`config.mk`:
```
export PLATFORM = sky130hd
export DESIGN_NAME = pwm_high_low_time_extract_flat
export DESIGN_NICKNAME = d
export VERILOG_FILES = /design/src/rtl/pwmhl_pkg.sv /design/src/rtl/pwmhl_req_if.sv /design/src/rtl/pwmhl_rsp_if.sv /design/src/rtl/pwmhl_lane.sv /design/src/rtl/pwmhl_merge.sv /design/src/rtl/pwm_high_low_time_extract.sv /design/src/flat_wrapper.sv
export SDC_FILE = /design/constraint.sdc
export NUM_CORES = 1
export LEC_CHECK = 0
export BUFFER_PORTS_ARGS = -buffer_cell sky130_fd_sc_hd__clkbuf_2
export CAP_MARGIN = 20
export CORE_MARGIN = 2
export CORE_UTILIZATION = 40
export CTS_CLUSTER_DIAMETER = 200
export DETAILED_ROUTE_END_ITERATION = 8
export GPL_TIMING_DRIVEN = 0
export SLEW_MARGIN = 40
export SYNTH_ARGS = -nofsm -noshare
export SYNTH_HDL_FRONTEND = slang
export SYNTH_HIERARCHICAL = 1
export SYNTH_SLANG_ARGS = --single-unit
```
`constraint.sdc`:
```
create_clock -name clock -period 24.8 [get_ports clock]
set_input_delay 6.2 -clock clock [delete_from_list [all_inputs] [get_ports clock]]
set_output_delay 6.2 -clock clock [all_outputs]
set_load 0.005 [all_outputs]
```
`src/rtl/pwmhl_pkg.sv`:
```
`timescale 1ns / 1ps
// Shared types and constants for the PWM high/low time extractor.
package pwmhl_pkg;

   // Number of monitored pins and widths of the capture fields
   localparam int PIN_COUNT    = 4;
   localparam int IVL_WIDTH    = 16;
   localparam int ACC_WIDTH    = 20;

   // Saturation value of a time accumulator
   localparam logic [ACC_WIDTH-1:0] ACC_MAX = {ACC_WIDTH{1'b1}};

   // Period tracker codes; the unused code behaves as done
   localparam logic [1:0] TRK_BEFORE = 2'd0;
   localparam logic [1:0] TRK_IN     = 2'd1;
   localparam logic [1:0] TRK_DONE   = 2'd2;

   // Times found by one pin lane
   typedef struct packed {
      logic [ACC_WIDTH-1:0] low_time;
      logic [ACC_WIDTH-1:0] high_time;
   } lane_result_type;

   typedef lane_result_type [PIN_COUNT-1:0] frame_result_type;

endpackage

```
`src/rtl/pwmhl_req_if.sv`:
```
`timescale 1ns / 1ps
// Capture record channel: valid/ready handshake with one record per transfer.
interface pwmhl_req_if;
   logic        valid;
   logic        ready;
   logic        first_record;
   logic [3:0]  initial_pins;
   logic [15:0] interval_count;
   logic [3:0]  pin_values;
   logic        last_record;

   modport source (output valid, first_record, initial_pins, interval_count,
                   pin_values, last_record, input ready);
   modport sink   (input valid, first_record, initial_pins, interval_count,
                   pin_values, last_record, output ready);
endinterface

```
`src/rtl/pwmhl_rsp_if.sv`:
```
`timescale 1ns / 1ps
// Result channel: valid/ready handshake carrying the four low and high times.
interface pwmhl_rsp_if;
   logic        valid;
   logic        ready;
   logic [19:0] low_time_0;
   logic [19:0] high_time_0;
   logic [19:0] low_time_1;
   logic [19:0] high_time_1;
   logic [19:0] low_time_2;
   logic [19:0] high_time_2;
   logic [19:0] low_time_3;
   logic [19:0] high_time_3;

   modport source (output valid, low_time_0, high_time_0, low_time_1, high_time_1,
                   low_time_2, high_time_2, low_time_3, high_time_3, input ready);
   modport sink   (input valid, low_time_0, high_time_0, low_time_1, high_time_1,
                   low_time_2, high_time_2, low_time_3, high_time_3, output ready);
endinterface

```
`src/rtl/pwmhl_lane.sv`:
```
`timescale 1ns / 1ps
// One pin lane: low/high period trackers and saturating time accumulators.
module pwmhl_lane
   import pwmhl_pkg::*;
(
   input  logic                 clock,
   input  logic                 reset,
   input  logic                 accept,
   input  logic                 first_record,
   input  logic                 init_pin,
   input  logic [IVL_WIDTH-1:0] interval_count,
   input  logic                 pin_now,
   output lane_result_type      next_result
);

   logic                 prev_pin_ff, prev_pin_in;
   logic [1:0]           low_trk_ff, low_trk_in;
   logic [1:0]           high_trk_ff, high_trk_in;
   logic [ACC_WIDTH-1:0] low_acc_ff, low_acc_in;
   logic [ACC_WIDTH-1:0] high_acc_ff, high_acc_in;

   logic                 prev_eff;
   logic [1:0]           low_trk_cur, high_trk_cur;
   logic [ACC_WIDTH-1:0] low_acc_cur, high_acc_cur;
   logic [ACC_WIDTH:0]   low_sum, high_sum;
   logic [ACC_WIDTH-1:0] low_sat, high_sat;
   logic                 fall, rise;

   // Start of frame: drop the old period and load the initial level
   assign prev_eff     = first_record ? init_pin   : prev_pin_ff;
   assign low_trk_cur  = first_record ? TRK_BEFORE : low_trk_ff;
   assign high_trk_cur = first_record ? TRK_BEFORE : high_trk_ff;
   assign low_acc_cur  = first_record ? '0 : low_acc_ff;
   assign high_acc_cur = first_record ? '0 : high_acc_ff;

   assign fall = prev_eff & ~pin_now;
   assign rise = ~prev_eff & pin_now;

   // Saturating adds of the interval
   assign low_sum  = {1'b0, low_acc_cur}
                   + {{(ACC_WIDTH+1-IVL_WIDTH){1'b0}}, interval_count};
   assign high_sum = {1'b0, high_acc_cur}
                   + {{(ACC_WIDTH+1-IVL_WIDTH){1'b0}}, interval_count};
   assign low_sat  = low_sum[ACC_WIDTH]  ? ACC_MAX : low_sum[ACC_WIDTH-1:0];
   assign high_sat = high_sum[ACC_WIDTH] ? ACC_MAX : high_sum[ACC_WIDTH-1:0];

   // Accumulate into whichever period is in progress, then advance trackers
   always_comb begin
      prev_pin_in = prev_pin_ff;
      low_trk_in  = low_trk_ff;
      high_trk_in = high_trk_ff;
      low_acc_in  = low_acc_ff;
      high_acc_in = high_acc_ff;
      if (accept) begin
         prev_pin_in = pin_now;
         low_acc_in  = (low_trk_cur == TRK_IN) ? low_sat : low_acc_cur;
         high_acc_in = (low_trk_cur != TRK_IN && high_trk_cur == TRK_IN) ?
                       high_sat : high_acc_cur;

         low_trk_in = low_trk_cur;
         unique case (low_trk_cur)
            TRK_BEFORE: begin
               if (fall) low_trk_in = TRK_IN;
            end
            TRK_IN: begin
               if (rise) low_trk_in = TRK_DONE;
            end
            default: begin
               low_trk_in = low_trk_cur;
            end
         endcase

         high_trk_in = high_trk_cur;
         unique case (high_trk_cur)
            TRK_BEFORE: begin
               if (rise) high_trk_in = TRK_IN;
            end
            TRK_IN: begin
               if (fall) high_trk_in = TRK_DONE;
            end
            default: begin
               high_trk_in = high_trk_cur;
            end
         endcase
      end
   end

   always_ff @(posedge clock) begin
      if (reset) begin
         prev_pin_ff <= 1'b0;
         low_trk_ff  <= TRK_BEFORE;
         high_trk_ff <= TRK_BEFORE;
         low_acc_ff  <= '0;
         high_acc_ff <= '0;
      end else begin
         prev_pin_ff <= prev_pin_in;
         low_trk_ff  <= low_trk_in;
         high_trk_ff <= high_trk_in;
         low_acc_ff  <= low_acc_in;
         high_acc_ff <= high_acc_in;
      end
   end

   // Updated times, valid in the cycle of the transfer
   assign next_result.low_time  = low_acc_in;
   assign next_result.high_time = high_acc_in;

endmodule

```
`src/rtl/pwmhl_merge.sv`:
```
`timescale 1ns / 1ps
// Merge stage: gathers the lane times into a two-entry result queue.
module pwmhl_merge
   import pwmhl_pkg::*;
(
   input  logic             clock,
   input  logic             reset,
   input  logic             push,
   input  frame_result_type lane_results,
   output logic             space,
   pwmhl_rsp_if.source      rsp_chan
);

   frame_result_type entry_ff [2];
   logic             wr_ptr_ff, wr_ptr_in;
   logic             rd_ptr_ff, rd_ptr_in;
   logic [1:0]       count_ff, count_in;
   logic             pop;
   frame_result_type head;

   assign pop   = rsp_chan.valid & rsp_chan.ready;
   assign space = (count_ff != 2'd2);

   // Advance pointers and occupancy
   always_comb begin
      wr_ptr_in = push ? ~wr_ptr_ff : wr_ptr_ff;
      rd_ptr_in = pop  ? ~rd_ptr_ff : rd_ptr_ff;
      count_in  = count_ff;
      if (push && !pop) begin
         count_in = count_ff + 2'd1;
      end else if (pop && !push) begin
         count_in = count_ff - 2'd1;
      end
   end

   always_ff @(posedge clock) begin
      if (reset) begin
         wr_ptr_ff <= 1'b0;
         rd_ptr_ff <= 1'b0;
         count_ff  <= 2'd0;
      end else begin
         wr_ptr_ff <= wr_ptr_in;
         rd_ptr_ff <= rd_ptr_in;
         count_ff  <= count_in;
      end
   end

   // Hold result payloads
   always_ff @(posedge clock) begin
      if (push) begin
         entry_ff[wr_ptr_ff] <= lane_results;
      end
   end

   assign head                 = entry_ff[rd_ptr_ff];
   assign rsp_chan.valid       = (count_ff != 2'd0);
   assign rsp_chan.low_time_0  = head[0].low_time;
   assign rsp_chan.high_time_0 = head[0].high_time;
   assign rsp_chan.low_time_1  = head[1].low_time;
   assign rsp_chan.high_time_1 = head[1].high_time;
   assign rsp_chan.low_time_2  = head[2].low_time;
   assign rsp_chan.high_time_2 = head[2].high_time;
   assign rsp_chan.low_time_3  = head[3].low_time;
   assign rsp_chan.high_time_3 = head[3].high_time;

endmodule

```
`src/rtl/pwm_high_low_time_extract.sv`:
```
`timescale 1ns / 1ps
// Top level of the four-pin PWM high/low time extractor.
//
//   channel   | dir | handshake           | payload
//   req_chan  | in  | valid/ready         | one capture record
//   rsp_chan  | out | valid/ready         | four low times, four high times
//
// One record is taken per clock while ready; the four lanes update then.
// A record marked last pushes the frame's times into a two-entry result
// queue; the result is offered from the next cycle on.
// req_chan.ready drops only while both queue entries wait to be taken.
// Synchronous reset clears trackers, accumulators, levels and the queue.
module pwm_high_low_time_extract
   import pwmhl_pkg::*;
(
   input  logic        clock,
   input  logic        reset,
   pwmhl_req_if.sink   req_chan,
   pwmhl_rsp_if.source rsp_chan
);

   logic             accept;
   logic             space;
   frame_result_type lane_results;

   assign req_chan.ready = space;
   assign accept         = req_chan.valid & space;

   // One lane per pin
   for (genvar g = 0; g < PIN_COUNT; g++) begin : g_lane
      pwmhl_lane u_lane (
         .clock          (clock),
         .reset          (reset),
         .accept         (accept),
         .first_record   (req_chan.first_record),
         .init_pin       (req_chan.initial_pins[g]),
         .interval_count (req_chan.interval_count),
         .pin_now        (req_chan.pin_values[g]),
         .next_result    (lane_results[g])
      );
   end

   // Merge lane times into the result queue at the end of a frame
   pwmhl_merge u_merge (
      .clock        (clock),
      .reset        (reset),
      .push         (accept & req_chan.last_record),
      .lane_results (lane_results),
      .space        (space),
      .rsp_chan     (rsp_chan)
   );

endmodule

```
`src/flat_wrapper.sv`:
```
// flat-port wrapper written by rule: the top's interface ports become plain ports
module pwm_high_low_time_extract_flat import pwmhl_pkg::*;
  (clock, reset, req_chan_valid, req_chan_first_record, req_chan_initial_pins, req_chan_interval_count, req_chan_pin_values, req_chan_last_record, req_chan_ready, rsp_chan_valid, rsp_chan_low_time_0, rsp_chan_high_time_0, rsp_chan_low_time_1, rsp_chan_high_time_1, rsp_chan_low_time_2, rsp_chan_high_time_2, rsp_chan_low_time_3, rsp_chan_high_time_3, rsp_chan_ready);
  pwmhl_req_if req_chan_i ();
  pwmhl_rsp_if rsp_chan_i ();
  input  logic clock;
  input  logic reset;
  input wire logic [$bits(req_chan_i.valid)-1:0] req_chan_valid;
  input wire logic [$bits(req_chan_i.first_record)-1:0] req_chan_first_record;
  input wire logic [$bits(req_chan_i.initial_pins)-1:0] req_chan_initial_pins;
  input wire logic [$bits(req_chan_i.interval_count)-1:0] req_chan_interval_count;
  input wire logic [$bits(req_chan_i.pin_values)-1:0] req_chan_pin_values;
  input wire logic [$bits(req_chan_i.last_record)-1:0] req_chan_last_record;
  output wire logic [$bits(req_chan_i.ready)-1:0] req_chan_ready;
  output wire logic [$bits(rsp_chan_i.valid)-1:0] rsp_chan_valid;
  output wire logic [$bits(rsp_chan_i.low_time_0)-1:0] rsp_chan_low_time_0;
  output wire logic [$bits(rsp_chan_i.high_time_0)-1:0] rsp_chan_high_time_0;
  output wire logic [$bits(rsp_chan_i.low_time_1)-1:0] rsp_chan_low_time_1;
  output wire logic [$bits(rsp_chan_i.high_time_1)-1:0] rsp_chan_high_time_1;
  output wire logic [$bits(rsp_chan_i.low_time_2)-1:0] rsp_chan_low_time_2;
  output wire logic [$bits(rsp_chan_i.high_time_2)-1:0] rsp_chan_high_time_2;
  output wire logic [$bits(rsp_chan_i.low_time_3)-1:0] rsp_chan_low_time_3;
  output wire logic [$bits(rsp_chan_i.high_time_3)-1:0] rsp_chan_high_time_3;
  input wire logic [$bits(rsp_chan_i.ready)-1:0] rsp_chan_ready;
  assign req_chan_i.valid = req_chan_valid;
  assign req_chan_i.first_record = req_chan_first_record;
  assign req_chan_i.initial_pins = req_chan_initial_pins;
  assign req_chan_i.interval_count = req_chan_interval_count;
  assign req_chan_i.pin_values = req_chan_pin_values;
  assign req_chan_i.last_record = req_chan_last_record;
  assign req_chan_ready = req_chan_i.ready;
  assign rsp_chan_valid = rsp_chan_i.valid;
  assign rsp_chan_low_time_0 = rsp_chan_i.low_time_0;
  assign rsp_chan_high_time_0 = rsp_chan_i.high_time_0;
  assign rsp_chan_low_time_1 = rsp_chan_i.low_time_1;
  assign rsp_chan_high_time_1 = rsp_chan_i.high_time_1;
  assign rsp_chan_low_time_2 = rsp_chan_i.low_time_2;
  assign rsp_chan_high_time_2 = rsp_chan_i.high_time_2;
  assign rsp_chan_low_time_3 = rsp_chan_i.low_time_3;
  assign rsp_chan_high_time_3 = rsp_chan_i.high_time_3;
  assign rsp_chan_i.ready = rsp_chan_ready;
  pwm_high_low_time_extract u_core (.clock(clock), .reset(reset), .req_chan(req_chan_i), .rsp_chan(rsp_chan_i));
endmodule
```
**Word level (Yosys, flattened, before mapping)**

Memories as Yosys holds them, arrays and structs flattened. A register that Yosys moved wholly into a read port is not among the register bits.
Cells that the tools add are included.
Widths: inputs -> output; s select.

- Bits in registers: 184
- Input port bits: 30
- Memories: 1
- Output and inout port bits: 162
- Bits in writable memories: 320
- Logic and storage cells: 160

- Equal/unequal tests: 13
- Muxes and demuxes: 74
- Bitwise logic cells: 21
- Add/subtract/negate cells: 10
- Reduce and logical (&&, ||, !) cells: 18

Memories:

| name | depth | bits a word | rd ports | clocked after memory_dff | write ports | line | text |
|---|---|---|---|---|---|---|---|
| u_core.u_merge.entry_ff | 2 | 160 | 1 | 1 | 1 | pwmhl_merge.sv:14 | `frame_result_type entry_ff [2];` |

Operators by type and width:

| operator | count |
|---|---|
| $mux 20 | 32 |
| $add 20x16->21 | 8 |
| $mux 2 | 26 |
| $pmux 2 s2 | 8 |
| $eq 2x1->1 const B | 8 |
| $logic_not 2->1 | 8 |
| $and 1x1->1 | 11 |
| $not 1->1 | 10 |
| $mux 1 | 8 |
| $ne 2x1->1 const B | 4 |
| $logic_and 1x1->1 | 6 |
| $reduce_bool 2->1 | 2 |
| $add 2x1->2 const B | 1 |
| $logic_not 1->1 | 2 |
| $ne 2x2->1 const B | 1 |
| $sub 2x1->2 const B | 1 |

**Longest topological paths before layout**

- Word-level depth: 7
- Depth in mapped cells: 14
- Depth with buffers taken out: 11

**Cells and area by module**

The synthesis kept the hierarchy.

By module, submodules not included:

| module | sequential area each (um^2) | times used | area each (um^2) | cells an instance |
|---|---|---|---|---|
| pwmhl_merge | 9709.3 | 1 | 12160.4 | 520 |
| pwmhl_lane at u_core.g_lane[0].u_lane | 900.9 | 1 | 4403.0 | 585 |
| pwmhl_lane at u_core.g_lane[2].u_lane | 900.9 | 1 | 4067.7 | 542 |
| pwmhl_lane at u_core.g_lane[1].u_lane | 900.9 | 1 | 3928.8 | 527 |
| pwmhl_lane at u_core.g_lane[3].u_lane | 900.9 | 1 | 3917.5 | 529 |
| pwm_high_low_time_extract | 0.0 | 1 | 12.5 | 2 |

**Least setup slack after synthesis**

No wires, ideal clock.

- Path kind: input port to flip-flop
- From: input req_chan_last_record
- To: memory u_core/u_merge/entry_ff[0][0] in the netlist's numbering, enable pin
- Data required time: 24099 ps
- Library setup time: 701 ps
- Arrival: 13439 ps
- Setup slack: 10660 ps
- Path buffers: 0
- Stages: 2
- Path through: and3_1 -> nor2b_1

- Word-level cells in the longest chain between the ends: 3

Ends and longest elaborated chain:

| element | line | text |
|---|---|---|
| start, declared | flat_wrapper.sv:13 | `input wire logic [$bits(req_chan_i.last_record)-1:0] req_chan_last_record;` |
| $and 1x1->1 | pwm_high_low_time_extract.sv:47 | `.push (accept & req_chan.last_record),` |
| $mux 1 | pwmhl_merge.sv:50 | `if (push) begin` |
| $mux 1 (implied by the code) | pwmhl_merge.sv:51 | `entry_ff[wr_ptr_ff] <= lane_results;` |
| end, declared | pwmhl_merge.sv:14 |  |

Every way passes these cells.

==> summary.txt <==
Final layout
  – N_diodes: 0
  – P&R area growth vs syn: 15.4%
  – Multi-input logic area: 14,400 um^2
  – Final core area utilization: 46.8%
  – Final net count: 3,138
  – Share of layout cells above drive strength 1: 19.5%
  – Register area: 13,300 um^2
  – FILL cells: 6,569

Floorplanning
  – Placeable Area: 70,300 um^2
  – # rows: 97
  – DIE WIDTH: 271 um
  – # IOs: 192
  – Die Area: 73,400 um^2
  – Initial Utilization: 40.5%
  – Die height: 271 um

Worst setup path
  – CP dominant cell by count: buf_1
  – CP arrival: 11.22 ns
  – Worst Path Required: 25.10 ns
  – Flop-to-flop setup slack: 21.38 ns
  – Slowest CP cell: clkbuf_2
  – CP delay by family, top: buffers and inverters
  – CP max stage delay: 0.66 ns
  – Critical Path Sink Type: register
  – Worst setup SP type: input pin
  – Worst Path Buf+Inv: 4
  – Cell count along the critical path: 14
  – Crit Path Class: input pin to register
  – Worst reg2reg path depth: 10
  – Worst path cell trace: clkbuf_2 > buf_1 > buf_1 > clkbuf_1 > nor2b_1 > ha_1 > fa_1 > a211oi_1 > nor4_2 > a2111oi_4 > o21ai_2 > or3_1 > mux2i_1 > nor3_1
  – Crit-path max FO: 18

Clocking
  – Total CTS buffers: 58
  – # clock sinks: 505
  – PostCTS Resize Cnt: 0
  – Hold_buf cts: 0
  – Max Buffers Root-to-Sink: 3
  – CTS tree: done
  – Postcts setup bufs: 0
  – Reg clk slew, reported paths: 0.06 ns
  – Worst-skew pair later-pin latency: 0.61 ns
  – Root Buffer: clkbuf_16
  – CTS HTree Levels: 2

STA
  – RSZ-0062 raised after global routing: no
  – Final TNS setup: 0 ns
  – Fin crit period: 10.91 ns
  – Fin. Hold Viols: 0
  – Clock Skew: 0.0169 ns
  – Worst-margin pin slew: 0.898 ns
  – Count of final setup violators: 0
  – Max-slew violations: 0
  – Maximum clock frequency: 91.6 MHz
  – Slew HR: 40.1%
  – Min Hold Slack: 0.476 ns
  – Fin crit share: 44.0%

Synth
  – Syn Inst Count: 2,705
  – Ys Warns: 6
  – Synth Register Bits: 505
  – Area share of the largest cell type after synthesis: 33.7%
  – Post-synth top area cell: edfxtp_1
  – Asr flop ratio synth: 0%
  – EDFF count, synth: 320
  – Mapped Avg Cell Area: 10.5 um^2
  – Ys flop type: edfxtp_1
  – Count of cell types in the netlist: 115
  – Mapped cell area: 28,500 um^2
  – Main area contributors after synthesis: edfxtp_1 (34%), dfxtp_1 (13%), ha_1 (5.7%), mux2_4 (5.3%), nor2b_1 (3.9%)
  – Synth Net Count: 2,872
  – Register area share after synthesis: 46.7%

Global route
  – Initial antenna violation count: 4
  – GR Util All Layers: 21.9%
  – Vias in the first global route: 21,700
  – Largest net degree at the start of global routing: 40
  – Remaining Overflow, GRT: 0
  – Global-route wire length before repair: 126,000 um

Placed design
  – Post-DP HPWL: 59,200 um
  – IO buf count: 191
  – GP Congestion: 0.891

Run status
  – Status: finished, final reports clean

Power
  – Maximum vdd ir drop: 0.0000553 V
  – Total Power: 0.00246 W
  – PD cells: 74.7 nW/um^2
  – Lkg Pwr: 13.0 nW

Drt
  – Drc violations: 0
  – Routed len/inst: 20.8 um
  – Post-route ant nets: 0
  – Total Wirelength: 82,300 um
  – M1 wire length: 37,200 um
  – DR pass1 iterations: 6
  – Max layer used: met4
  – Routed met3 length: 4880 um
  – Initial drt markers: 1,551
  – Vias per cell: 5.61
  – Metal2 WL: 38,100 um
  – Via count: 22,200

Job
  – Max_cap viols: 0

Hold path
  – Hold crit path type: register to register
  – Hold depth: 2
## layout make-up
| type | instances | area share (%) |
|---|---|---|
| Tap cell | 940 | 3.58 |
| Sequential cell | 505 | 40.5 |
| Clock buffer | 73 | 4.90 |
| Inverter | 49 | 0.559 |
| Timing Repair Buffer | 206 | 3.79 |
| Buffer | 114 | 1.74 |
| Multi-Input combinational cell | 2037 | 43.9 |
| Clock inverter | 37 | 1.03 |
## worst paths after layout
check	startpoint	to
min reg2reg	u_core/g_lane[2].u_lane/high_acc_ff[15]	u_core/g_lane[2].u_lane/high_acc_ff[15]
max	req_chan_first_record	u_core/u_merge/entry_ff[0][153]
min	u_core/g_lane[2].u_lane/high_acc_ff[15]	u_core/g_lane[2].u_lane/high_acc_ff[15]
max reg2reg	u_core/g_lane[3].u_lane/low_acc_ff[0]	u_core/u_merge/entry_ff[0][153]
## through the flow
step	cells	area, um^2	setup slack (ns)
3_5_place_dp	3851	30900	13.34
5_1_grt	3961	32900	13.61
2_1_floorplan	2705	28500	10.66
6_report	3961	32900	13.89
3_3_place_gp	3836	30600	6.02
4_1_cts	3961	32900	13.98
## layout by cell type (no fill, tap or decap), drive strengths merged, types with 40 or more instances in the layout
master / n
clkbuf: 334
edfxtp: 320
nor2: 240
a21oi: 222
nand2: 215
dfxtp: 185
nor2b: 177
mux2: 161
o21ai: 150
ha: 129
nor3: 77
buf: 59
a21o: 57
xnor2: 53
inv: 50
nand3: 48
xor2: 40
## state kept, by name, indices dropped and copies added (netlist names), named ones only
signal / count
u_core/g_lane.u_lane/high_acc_ff: 80
u_core/u_merge/rd_ptr_ff: 1
u_core/u_merge/entry_ff: 320
u_core/g_lane.u_lane/low_acc_ff: 80
u_core/g_lane.u_lane/low_trk_ff: 8
u_core/u_merge/wr_ptr_ff: 1
u_core/g_lane.u_lane/prev_pin_ff: 4
u_core/g_lane.u_lane/high_trk_ff: 8
u_core/u_merge/count_ff: 2
## worst reg2reg max path, stage by stage (launching register included)
cell and delay, ns:
dfxtp_1 0.31, nor2b_1 0.13, ha_1 0.24, fa_1 0.48, a211oi_1 0.44, nor4_2 0.15
a2111oi_4 0.45, o21ai_2 0.23, or3_1 0.34, mux2i_1 0.21, nor3_1 0.14
## synthesized netlist by cell type (28+ instances only)
cell type	count
nand2_1	215
nor2_1	236
and2_1	32
dfxtp_1	185
a31oi_1	29
nor3_1	71
xnor2_1	53
clkbuf_1	69
inv_1	47
o21ai_1	28
xor2_1	40
mux2_2	60
a21o_1	57
edfxtp_1	320
mux2_4	101
ha_1	129
nand3_1	47
a21oi_1	210
o21ai_0	115
nor2b_1	177
## report_power, final
group | internal, W | switching (W) | total [W]
logic | 0.000268 | 0.000343 | 0.000612
registers | 0.000962 | 0.0000191 | 0.000982
clock network | 0.000512 | 0.000352 | 0.000864
## routing by layer
layer,track usage (%),vias to the layer above
met1,29.7,10900
met5,0,-
met2,35.6,667
met3,3.71,109
met4,6.91,0
li1,-,10600
## kinds of logic (layout without fill, tap and decap cells)
family | after synthesis | in the layout | share of synthesized area, %
and+or+nand+nor | 925 | 925 | 16.4
xor gates and xnor gates | 93 | 93 | 2.86
muxes | 187 | 187 | 8.61
buffers and inverters | 163 | 479 | 2.66
AOI/OAI and AO/OA | 695 | 695 | 16.5
DFF | 505 | 505 | 46.7
adders and majority gates | 137 | 137 | 6.23
Note: power is estimated with default switching activity, not from simulation.
